File: src/merge_sort_engine_top_defines.svh
// Assertion macros for the merge sort engine core (mse_core).
// Depends on nothing; the assertions vanish when SYNTHESIS is defined.
`ifndef MERGE_SORT_ENGINE_TOP_DEFINES_SVH
`define MERGE_SORT_ENGINE_TOP_DEFINES_SVH
`ifndef SYNTHESIS
`define MSE_ASSERT(label, prop) \
  label: assert property (@(posedge clk_i) disable iff (!rst_ni) prop) else $error("mse");
`define MSE_NEVER(label, cond) \
  label: assert property (@(posedge clk_i) disable iff (!rst_ni) !(cond)) else $error("mse");
`else
`define MSE_ASSERT(label, prop)
`define MSE_NEVER(label, cond)
`endif
`endif

File: src/mse_pkg.sv
// Shared types for the merge sort engine.
// Used by the front end, the item queue and the sort core.
package mse_pkg;
  typedef struct packed {
    logic [31:0] value;
    logic        last;
  } item_t;

  typedef enum logic [2:0] {
    ST_LOAD,
    ST_INIT,
    ST_MERGE,
    ST_EMIT
  } sort_state_e;
endpackage

File: src/mse_queue.sv
// Small item queue between the front end and the sort core.
// Uses mse_pkg::item_t.
module mse_queue (
  input  logic           clk_i,
  input  logic           rst_ni,
  input  logic           push_i,
  input  mse_pkg::item_t data_i,
  output logic           full_o,
  input  logic           pop_i,
  output mse_pkg::item_t data_o,
  output logic           empty_o
);
  mse_pkg::item_t mem_q [2];
  logic [1:0] wp_q, rp_q;

  assign full_o  = (wp_q[0] == rp_q[0]) && (wp_q[1] != rp_q[1]);
  assign empty_o = (wp_q == rp_q);
  assign data_o  = mem_q[rp_q[0]];

  always_ff @(posedge clk_i) begin
    if (push_i && !full_o) begin
      mem_q[wp_q[0]] <= data_i;
    end
  end

  always_ff @(posedge clk_i or negedge rst_ni) begin
    if (!rst_ni) begin
      wp_q <= '0;
      rp_q <= '0;
    end else begin
      if (push_i && !full_o) wp_q <= wp_q + 2'd1;
      if (pop_i && !empty_o) rp_q <= rp_q + 2'd1;
    end
  end
endmodule

File: src/mse_front.sv
// Front end: takes items from the input port and passes them to the queue.
// Uses mse_pkg and mse_queue.
module mse_front (
  input  logic           clk_i,
  input  logic           rst_ni,
  input  logic           push_i,
  input  logic [31:0]    value_in_i,
  input  logic           last_in_i,
  output logic           full_o,
  input  logic           pop_i,
  output mse_pkg::item_t item_o,
  output logic           empty_o
);
  mse_pkg::item_t in_item;

  assign in_item.value = value_in_i;
  assign in_item.last  = last_in_i;

  mse_queue u_queue (
    .clk_i   (clk_i),
    .rst_ni  (rst_ni),
    .push_i  (push_i),
    .data_i  (in_item),
    .full_o  (full_o),
    .pop_i   (pop_i),
    .data_o  (item_o),
    .empty_o (empty_o)
  );
endmodule

File: config.mk
export PLATFORM = sky130hd
export DESIGN_NAME = mse_front
export DESIGN_NICKNAME = d
export VERILOG_FILES = /design/src/merge_sort_engine_top_defines.svh /design/src/mse_pkg.sv /design/src/mse_queue.sv /design/src/mse_front.sv
export SDC_FILE = /design/constraint.sdc
export NUM_CORES = 1
export LEC_CHECK = 0
export BUFFER_PORTS_ARGS = -buffer_cell sky130_fd_sc_hd__buf_2
export CAP_MARGIN = 20
export CORE_MARGIN = 8
export CORE_UTILIZATION = 49
export CTS_BUF_LIST = sky130_fd_sc_hd__clkbuf_8
export CTS_CLUSTER_SIZE = 25
export DETAILED_ROUTE_END_ITERATION = 10
export MAX_ROUTING_LAYER = met4
export PLACE_DENSITY = 0.84
export SYNTH_ARGS = -nofsm -noshare
export SYNTH_HDL_FRONTEND = slang
export SYNTH_SLANG_ARGS = --single-unit
File: constraint.sdc
create_clock -name clk_i -period 3.9 [get_ports clk_i]
set_input_delay 0.78 -clock clk_i [delete_from_list [all_inputs] [get_ports clk_i]]
set_output_delay 0.78 -clock clk_i [all_outputs]
set_load 0.03 [all_outputs]
==> results.yml, run 1 <==
power_and_ir_drop:
  p_per_area_nw_per_um2: 864
  pwr-share-clk_pct: 20.9
  ir_worst_vdd_v: 0.000438
  switching_share_pct: 37.3
  p_int_mw: 1.78
  comb_power_share_pct: 36.9
  p_leak_nw: 1.26
  power_frac_seq_pct: 42.3
  switchingPower_mw: 1.06
  finalPower_mw: 2.85
critical_path:
  crit_slowest_cell: "dfrtp_2"
  path_cells: "mux2_2, buf_2"
  critPathKind: "reg2out"
  worstPathArrival_ns: 1.91
  max_stage_delay_ns: 0.96
  critPathBufInv: 1
  critPathMaxFanout: 41
  setup.worst_path.start_class: "flop"
  cp_top_family: "flip-flops"
  critical_path.endpoint_type: "output port"
  required_ns: 3.12
hold_path:
  hp-class: "in2async"
synthesis:
  synthTopCellsByArea: "edfxtp_1, mux2_2, dfrtp_1, mux2_1, buf_4"
  async_flop_share_pct: 5.71
  synth_area_um2: 2650
  synthAdderAreaFrac_pct: 0
  synth_compound_area_share_pct: 1.32
  synth_area_per_cell_um2: 19.9
  yosysMostFrequentCell: "edfxtp_1"
  yosys.cell_types.count: 20
  muxShareOfSynthArea_pct: 15.2
  yosysSeqAreaShare_pct: 78.7
  synth_top_area_share_pct: 74.9
  synth_edf_count: 66
  synth_commonest_cells: "edfxtp_1, mux2_2"
  syn_inst: 133
  synth_warnings: 0
  syn_nets: 170
  synthFlopType: "edfxtp_1"
  synth_xor_area_share_pct: 1.28
  post-synth-top-area-cell: "edfxtp_1"
  ys_seq_elements: 70
  synth_top_family_by_area: "multiplexers"
  synthSimpleGateAreaFrac_pct: 1.80
timing:
  post-route-period-util_pct: 69.0
  worstMarginPinSlew_ns: 0.972
  hold_viol: 0
  setup_viol: 0
  slew_violations: 0
  fin_crit_ns: 2.69
  relSlewSlack_pct: 35.0
  max_freq_mhz: 372
  rsz0062_at_grt: "false"
  fin_skew_ns: 0.00460
  tns_ns: 0
placement:
  io_buffers: 71
  dpl.cell_count: 268
  dp_hpwl_mm: 3.06
  gp_congestion: 0.743
route:
  ant_nets: 0
  wl_per_cell_um: 16.5
  drt_wl_total_mm: 4.69
  avgViaCountPerCell: 4.93
  first_pass_iters: 4
  drcViolationCount: 0
  vias: 1405
  drtIter0Drc: 49
global_routing:
  grt_use_total_pct: 12.8
  grt_util_met3_pct: 3.13
  use_met1_pct: 15.0
  grt_max_degree: 42
  first_global_vias: 1554
  antenna_found_initial: 0
  grt_util_met2_pct: 20.5
  grt_pass1_wl_mm: 7.29
  grt_busiest_layer: "met2"
  grt_remaining_overflow: 0
clock_tree:
  clk_pin_slew_ns: 0.07
  htree_levels: 3
  hold_buffers: 0
  clockBufferDepth: 2
  insertion_delay_ns: 0.32
  cts_tree: "done"
  post_cts_buffers: 0
  root_buffer: "clkbuf_8"
  ctsResizeCount: 0
  cts.sinks: 70
  cts_inserted_buffers: 9
floorplanning:
  die_w_um: 89.5
  io_pins: 72
  rows: 26
  start_util_pct: 51.1
  fp.dieH_um: 89.5
  coreArea_um2: 5170
  die_area_um2: 8000
run_status:
  status: "completed"
final_layout:
  drive_above_1_share_pct: 55.8
  diodes: 0
  nNetsFinal: 247
  area_growth_pct: 24.5
  stdcell_count: 285
  n_fill_cell: 371
flow_run:
  cap_violations: 0
## state kept, by name, indices dropped and copies added, names as in the netlist
register       cells
u_queue.wp_q       2
u_queue.rp_q       2
u_queue.mem_q     66
## path summary, 6_finish.rpt
kind | start | endpoint | slack (ns) | depth (start not counted)
min reg2reg | u_queue.wp_q[1] | u_queue.wp_q[1] | 0.61 | 2
max reg2reg | u_queue.rp_q[0] | u_queue.mem_q[0][13] | 1.58 | 2
min in group clk_i | u_queue.wp_q[1] | u_queue.wp_q[1] | 0.61 | 2
max | u_queue.rp_q[0] | item_o[8] | 1.21 | 2
min | rst_ni | u_queue.wp_q[1] | 0.25 | 1
max in group asynchronous | rst_ni | u_queue.rp_q[0] | 3.51 | 1
## stage by stage
step | worst slack, ns | util, % | area (µm²) | hold slack [ns]
3_5_place_dp | 1.54 | 59.3 | 3070 | 0.594
4_1_cts | 1.18 | 63.3 | 3270 | 0.238
2_1_floorplan | 0.974 | - | 2650 | 0.484
5_1_grt | 1.11 | 63.7 | 3290 | 0.236
3_3_place_gp | 1.51 | 59.3 | 3070 | 0.584
6_report | 1.21 | 63.7 | 3290 | 0.252
## cells in the final DEF (no fill, tap or decap), types with 2 or more instances in the layout
cell type,synthesis,layout
buf_2,0,71
edfxtp_1,66,66
mux2_2,31,31
clkbuf_8,0,9
nand2_1,4,4
mux2_1,3,3
nor2_1,4,3
inv_1,1,3
dfrtp_1,4,3
nand2b_1,2,2
mux2i_1,2,2
o21ai_0,2,2
clkinv_2,0,2
bufinv_16,0,2
## power groups by stage
stage                     sequential [mW]  clock, mW  combinational [mW]
final                                1.20      0.594                1.05
after global routing                 1.23      0.647                1.11
after CTS                            1.21      0.609                1.05
after detailed placement             1.22          0                1.04
after global placement               1.22          0                1.04
after floorplan                      1.12          0               0.862
## cells by family (layout without fill, tap and decap cells)
| logic type | after synthesis | after routing |
|---|---|---|
| flops | 70 | 70 |
| buf+inv | 7 | 89 |
| xor+xnor | 3 | 3 |
| simple gates | 11 | 11 |
| mux | 36 | 36 |
| compound gates | 6 | 6 |
## area by class of cell
type	instances	area [µm²]	area share, %
clock buffers	9	124	3.76
clock inverters	7	81.3	2.47
inverters	1	3.75	0.114
multi-input cells	56	538	16.3
flip-flops and latches	70	2080	63.3
well taps	70	87.6	2.66
repair buffers	72	375	11.4
## layer usage
metal  wire, µm  vias to the layer above  share of wire [%]
met3        232                        4                4.9
met1       2020                      684                 43
li1           -                      667                  -
met2       2410                       50                 51
met4         27                        0               0.58
met5          0                        -                  0
No activity file was read; power rests on OpenSTA's default activity.
==> inputs of run 2 (changes only) <==
- ABC_AREA: default -> 1
- clock period: 3.9 -> 2.51 ns (I/O delays scaled with it)
==> results.yml, run 2 <==
clock_tree:
  post_cts_buffers: 0
  cts_tree: "done"
  insertion_delay_ns: 0.34
  cts.sinks: 70
  cts_inserted_buffers: 9
  htree_levels: 3
  clockBufferDepth: 2
  clk_pin_slew_ns: 0.08
  root_buffer: "clkbuf_8"
  ctsResizeCount: 0
power_and_ir_drop:
  switchingPower_mw: 1.91
  ir_worst_vdd_v: 0.000725
  pwr-share-clk_pct: 19.1
  switching_share_pct: 42.4
  comb_power_share_pct: 42.3
  p_int_mw: 2.59
  p_leak_nw: 1.53
  power_frac_seq_pct: 38.6
  finalPower_mw: 4.49
  p_per_area_nw_per_um2: 1350
hold_path:
  hp-class: "in2reg"
final_layout:
  final_cell_mix: "nand2_1, buf_2, edfxtp_1"
  drive_above_1_share_pct: 32.6
  diodes: 0
  largest_reg_flops: 66
  layout_commonest_cell: "nand2_1"
  area_growth_pct: 24.7
  n_fill_cell: 425
  nNetsFinal: 333
global_routing:
  grt_remaining_overflow: 0
  grt_use_total_pct: 14.3
  grt_max_degree: 35
  first_global_vias: 1930
  use_met1_pct: 14.0
  grt_pass1_wl_mm: 8.76
  grt_busiest_layer: "met2"
  grt_util_met3_pct: 6.40
  antenna_found_initial: 0
  grt_util_met2_pct: 24.0
synthesis:
  post-synth-top-area-cell: "edfxtp_1"
  synth_area_um2: 2670
  async_flop_share_pct: 5.71
  yosysSeqAreaShare_pct: 78.0
  yosys.cell_types.count: 11
  synth_commonest_cells: "nand2_1, edfxtp_1, inv_1, buf_2"
  yosysMostFrequentCell: "nand2_1"
  synth_edf_count: 66
  synthTopCellsByArea: "edfxtp_1, nand2_1, dfrtp_1, buf_2, inv_1"
  syn_inst: 213
  synthFlopType: "edfxtp_1"
  syn_nets: 250
  synth_area_per_cell_um2: 12.5
  synth_warnings: 0
  ys_seq_elements: 70
  synth_top_area_share_pct: 74.3
timing:
  post-route-period-util_pct: 87.6
  fin_crit_ns: 2.20
  rsz0062_at_grt: "false"
  relSlewSlack_pct: 72.7
  hold_ws_ns: 0.347
  worst_slack_ns: 0.312
  hold_viol: 0
  slew_violations: 0
  max_freq_mhz: 455
  tns_ns: 0
  setup_viol: 0
  worstMarginPinSlew_ns: 0.409
  fin_skew_ns: 0.00829
flow_run:
  cap_violations: 0
floorplanning:
  coreArea_um2: 5370
  die_area_um2: 8060
  die_w_um: 89.8
  rows: 27
  fp.dieH_um: 89.8
  io_pins: 72
  start_util_pct: 49.7
critical_path:
  critPathCapture: "item_o[7]"
  crit_path_start: "u_queue.rp_q[0]"
  reg2reg_depth: 8
  setup.worst_path.start_class: "flop"
  critPathMaxFanout: 34
  required_ns: 2.01
  r2r_setup_slack_ns: 0.63
  timing.rr.start: "u_queue.rp_q[0]"
  critPathKind: "reg2out"
  critical_path.endpoint_type: "output port"
  reg2reg_to: "u_queue.mem_q[0][22]"
  worstPathArrival_ns: 1.70
placement:
  gp_congestion: 0.880
  dp_hpwl_mm: 3.78
  post-place-ws_ns: 0.640
  io_buffers: 71
route:
  drtIter0Drc: 83
  drcViolationCount: 0
  vias: 1726
  first_pass_iters: 4
  wl_per_cell_um: 14.2
  ant_nets: 0
  avgViaCountPerCell: 4.63
  drt_wl_total_mm: 5.29
run_status:
  status: "completed"
==> run 2: timing repair <==
item	4_1_cts	5_1_grt
endpoints found under the setup margin	0	0
hold endpoints to repair	4	0
hold buffers	1	0
==> run 2: cell families (layout without fill, tap and decap cells) <==
family | after synthesis | after routing | share of synthesized area, %
flops | 70 | 70 | 78.0
buf+inv | 16 | 104 | 2.91
xor+xnor | 1 | 1 | 0.328
simple gates | 126 | 126 | 18.8
==> run 2: layout make-up <==
cell class              instances  area [µm²]  area share, %
flip-flops and latches         70        2080           62.6
multi-input cells             127         509           15.3
repair buffers                 79         418           12.6
clock buffers                   9         124           3.72
well taps                      72        90.1           2.71
clock inverters                 7        67.6           2.03
inverters                       9        36.3           1.09
==> run 2: how the worst min path moves through the flow <==
stage / startpoint / end / slack [ns] / depth (start not counted)
after CTS: value_in_i[0] / u_queue.mem_q[1][1] / 0.34 / 1
final: last_in_i / u_queue.mem_q[0][0] / 0.35 / 1
after floorplan: rst_ni / u_queue.rp_q[0] / 0.21 / 0
after global placement: rst_ni / u_queue.rp_q[1] / 0.31 / 1
after detailed placement: rst_ni / u_queue.rp_q[1] / 0.31 / 1
after global routing: value_in_i[0] / u_queue.mem_q[1][1] / 0.33 / 1
==> run 2: metal layers <==
layer,routed length (µm),vias up
li1,-,867
met1,2080,802
met2,2770,49
met3,378,8
met4,65,0
met5,0,-
==> run 2: power by group through the flow <==
| stage | clock network, mW | registers [mW] | logic (mW) |
|---|---|---|---|
| after CTS | 0.876 | 1.73 | 1.94 |
| after global routing | 0.935 | 1.76 | 2.09 |
| after detailed placement | 0 | 1.76 | 1.94 |
| after global placement | 0 | 1.74 | 1.90 |
| final | 0.858 | 1.73 | 1.90 |
| after floorplan | 0 | 1.73 | 1.37 |
==> run 2: worst max-delay path, stage by stage (launching register included) <==
cell and delay [ns]:
dfrtp_1 0.41, buf_4 0.19, inv_4 0.06, buf_4 0.32, nand2_1 0.11, nand2_1 0.08, buf_2 0.19
==> run 2: stage by stage <==
| step | utilization, % | std cells | instance area [µm²] |
|---|---|---|---|
| finish | 61.9 | 373 | 3330 |
| global route | 61.9 | 373 | 3330 |
| CTS | 61.9 | 373 | 3330 |
| detailed placement | 58.2 | 356 | 3130 |
| global placement | 58.2 | 356 | 3130 |
| floorplan | - | 213 | 2670 |
==> inputs of run 3 (changes only) <==
- CELL_PAD_IN_SITES_DETAIL_PLACEMENT: default -> 0
- CELL_PAD_IN_SITES_GLOBAL_PLACEMENT: default -> 2
- CORE_UTILIZATION: 49 -> 35
- PLACE_DENSITY: 0.84 -> 0.9
==> results.yml, run 3 (same netlist as run 2, synthesis figures left out) <==
run_status:
  status: "completed"
hold_path:
  hp-class: "in2reg"
final_layout:
  drive_above_1_share_pct: 32.8
  diodes: 0
  n_fill_cell: 709
  largest_reg_flops: 66
  final_cell_mix: "nand2_1, buf_2, edfxtp_1"
  layout_commonest_cell: "nand2_1"
  area_growth_pct: 26.6
  nNetsFinal: 331
power_and_ir_drop:
  p_leak_nw: 1.53
  ir_worst_vdd_v: 0.000744
  p_per_area_nw_per_um2: 1360
route:
  drtIter0Drc: 54
  wl_per_cell_um: 13.2
  first_pass_iters: 4
  vias: 1684
  drcViolationCount: 0
  drt_wl_total_mm: 5.28
  avgViaCountPerCell: 4.20
  ant_nets: 0
flow_run:
  cap_violations: 0
floorplanning:
  die_area_um2: 10700
  fp.dieH_um: 103
  rows: 32
  start_util_pct: 35.3
  io_pins: 72
  coreArea_um2: 7570
  die_w_um: 103
timing:
  setup_viol: 0
  worstMarginPinSlew_ns: 0.375
  post-route-period-util_pct: 87.6
  worst_slack_ns: 0.310
  slew_violations: 0
  hold_viol: 0
  relSlewSlack_pct: 75.0
  max_freq_mhz: 455
  rsz0062_at_grt: "false"
  fin_crit_ns: 2.20
  tns_ns: 0
  fin_skew_ns: 0.00597
placement:
  post-place-ws_ns: 0.643
  dp_hpwl_mm: 3.71
  io_buffers: 71
  gp_congestion: 0.671
clock_tree:
  clk_pin_slew_ns: 0.08
  htree_levels: 3
  cts_inserted_buffers: 9
  insertion_delay_ns: 0.34
  clockBufferDepth: 2
  root_buffer: "clkbuf_8"
  cts.sinks: 70
  ctsResizeCount: 0
  post_cts_buffers: 0
  hold_buffers: 1
  cts_tree: "done"
critical_path:
  worstPathArrival_ns: 1.70
  path_cells: "buf_4, nand2_1, nand2_4, nand2_2, inv_1, buf_2"
  critical_path.endpoint_type: "output port"
  critPathKind: "reg2out"
  required_ns: 2.01
  crit_slowest_cell: "dfrtp_1"
  max_stage_delay_ns: 0.39
  critPathMaxFanout: 36
  setup.worst_path.start_class: "flop"
global_routing:
  grt_use_total_pct: 11.5
  grt_max_degree: 37
  grt_remaining_overflow: 0
  antenna_found_initial: 0
  grt_pass1_wl_mm: 8.71
  first_global_vias: 1833
run 3: changes by cell type in the layout (fill, tap and decap cells not counted), sizes merged:
cell      previous run  this run
buf                 78        76
bufinv               1         2
clkinvlp             1         0
run 3: cell type report:
cell class	instances	area [µm²]	share of cell area (%)
Clock buffer	9	124	3.67
Sequential cell	70	2080	61.6
Inverter	9	36.3	1.07
Tap cell	102	128	3.78
Timing Repair Buffer	77	403	11.9
Clock inverter	7	96.3	2.85
Multi-Input combinational cell	127	509	15.1
run 3: path summary, 6_finish.rpt:
path,endpoint,depth (start not counted),from,slack (ns)
worst min register to register,u_queue.wp_q[0],2,u_queue.wp_q[0],0.53
min in group asynchronous,u_queue.rp_q[0],2,rst_ni,0.49
worst max register to register,u_queue.mem_q[0][4],7,u_queue.rp_q[0],0.77
max in group asynchronous,u_queue.wp_q[0],2,rst_ni,1.89
worst max-delay path,empty_o,6,u_queue.rp_q[0],0.31
worst min-delay path,u_queue.mem_q[0][27],1,value_in_i[26],0.34
run 3: worst max-delay path, delay by kind of cell, from the launching register on:
family / cells / cell delay, ns
buffers and inverters: 3 / 0.60
flip-flops: 1 / 0.39
AND/OR/NAND/NOR: 3 / 0.35
run 3: metal layers:
metal	GRT usage, %	vias to the layer above	share of wire, %
li1	-	864	-
met1	12.6	766	42
met2	17.9	45	49
met3	4.28	9	6.8
met4	6.01	0	2.0
met5	-	-	0
run 3: where the power goes:
group	internal [mW]	switching (mW)	leakage [nW]	total, mW
Sequential	1.64	0.0888	0.663	1.72
Clock	0.564	0.424	0.114	0.989
Combinational	0.474	1.40	0.754	1.88
run 3: through the flow:
step           power (mW)  instance area, µm²  utilization, %  instances  hold WS (ns)
2_1_floorplan        3.11                2670               -        213         0.206
3_3_place_gp         3.66                3150            41.6        384         0.318
3_5_place_dp         3.68                3150            41.6        384         0.318
4_1_cts              4.68                3380            44.6        401         0.325
5_1_grt              4.93                3380            44.6        401         0.319
6_report             4.59                3380            44.6        401         0.342
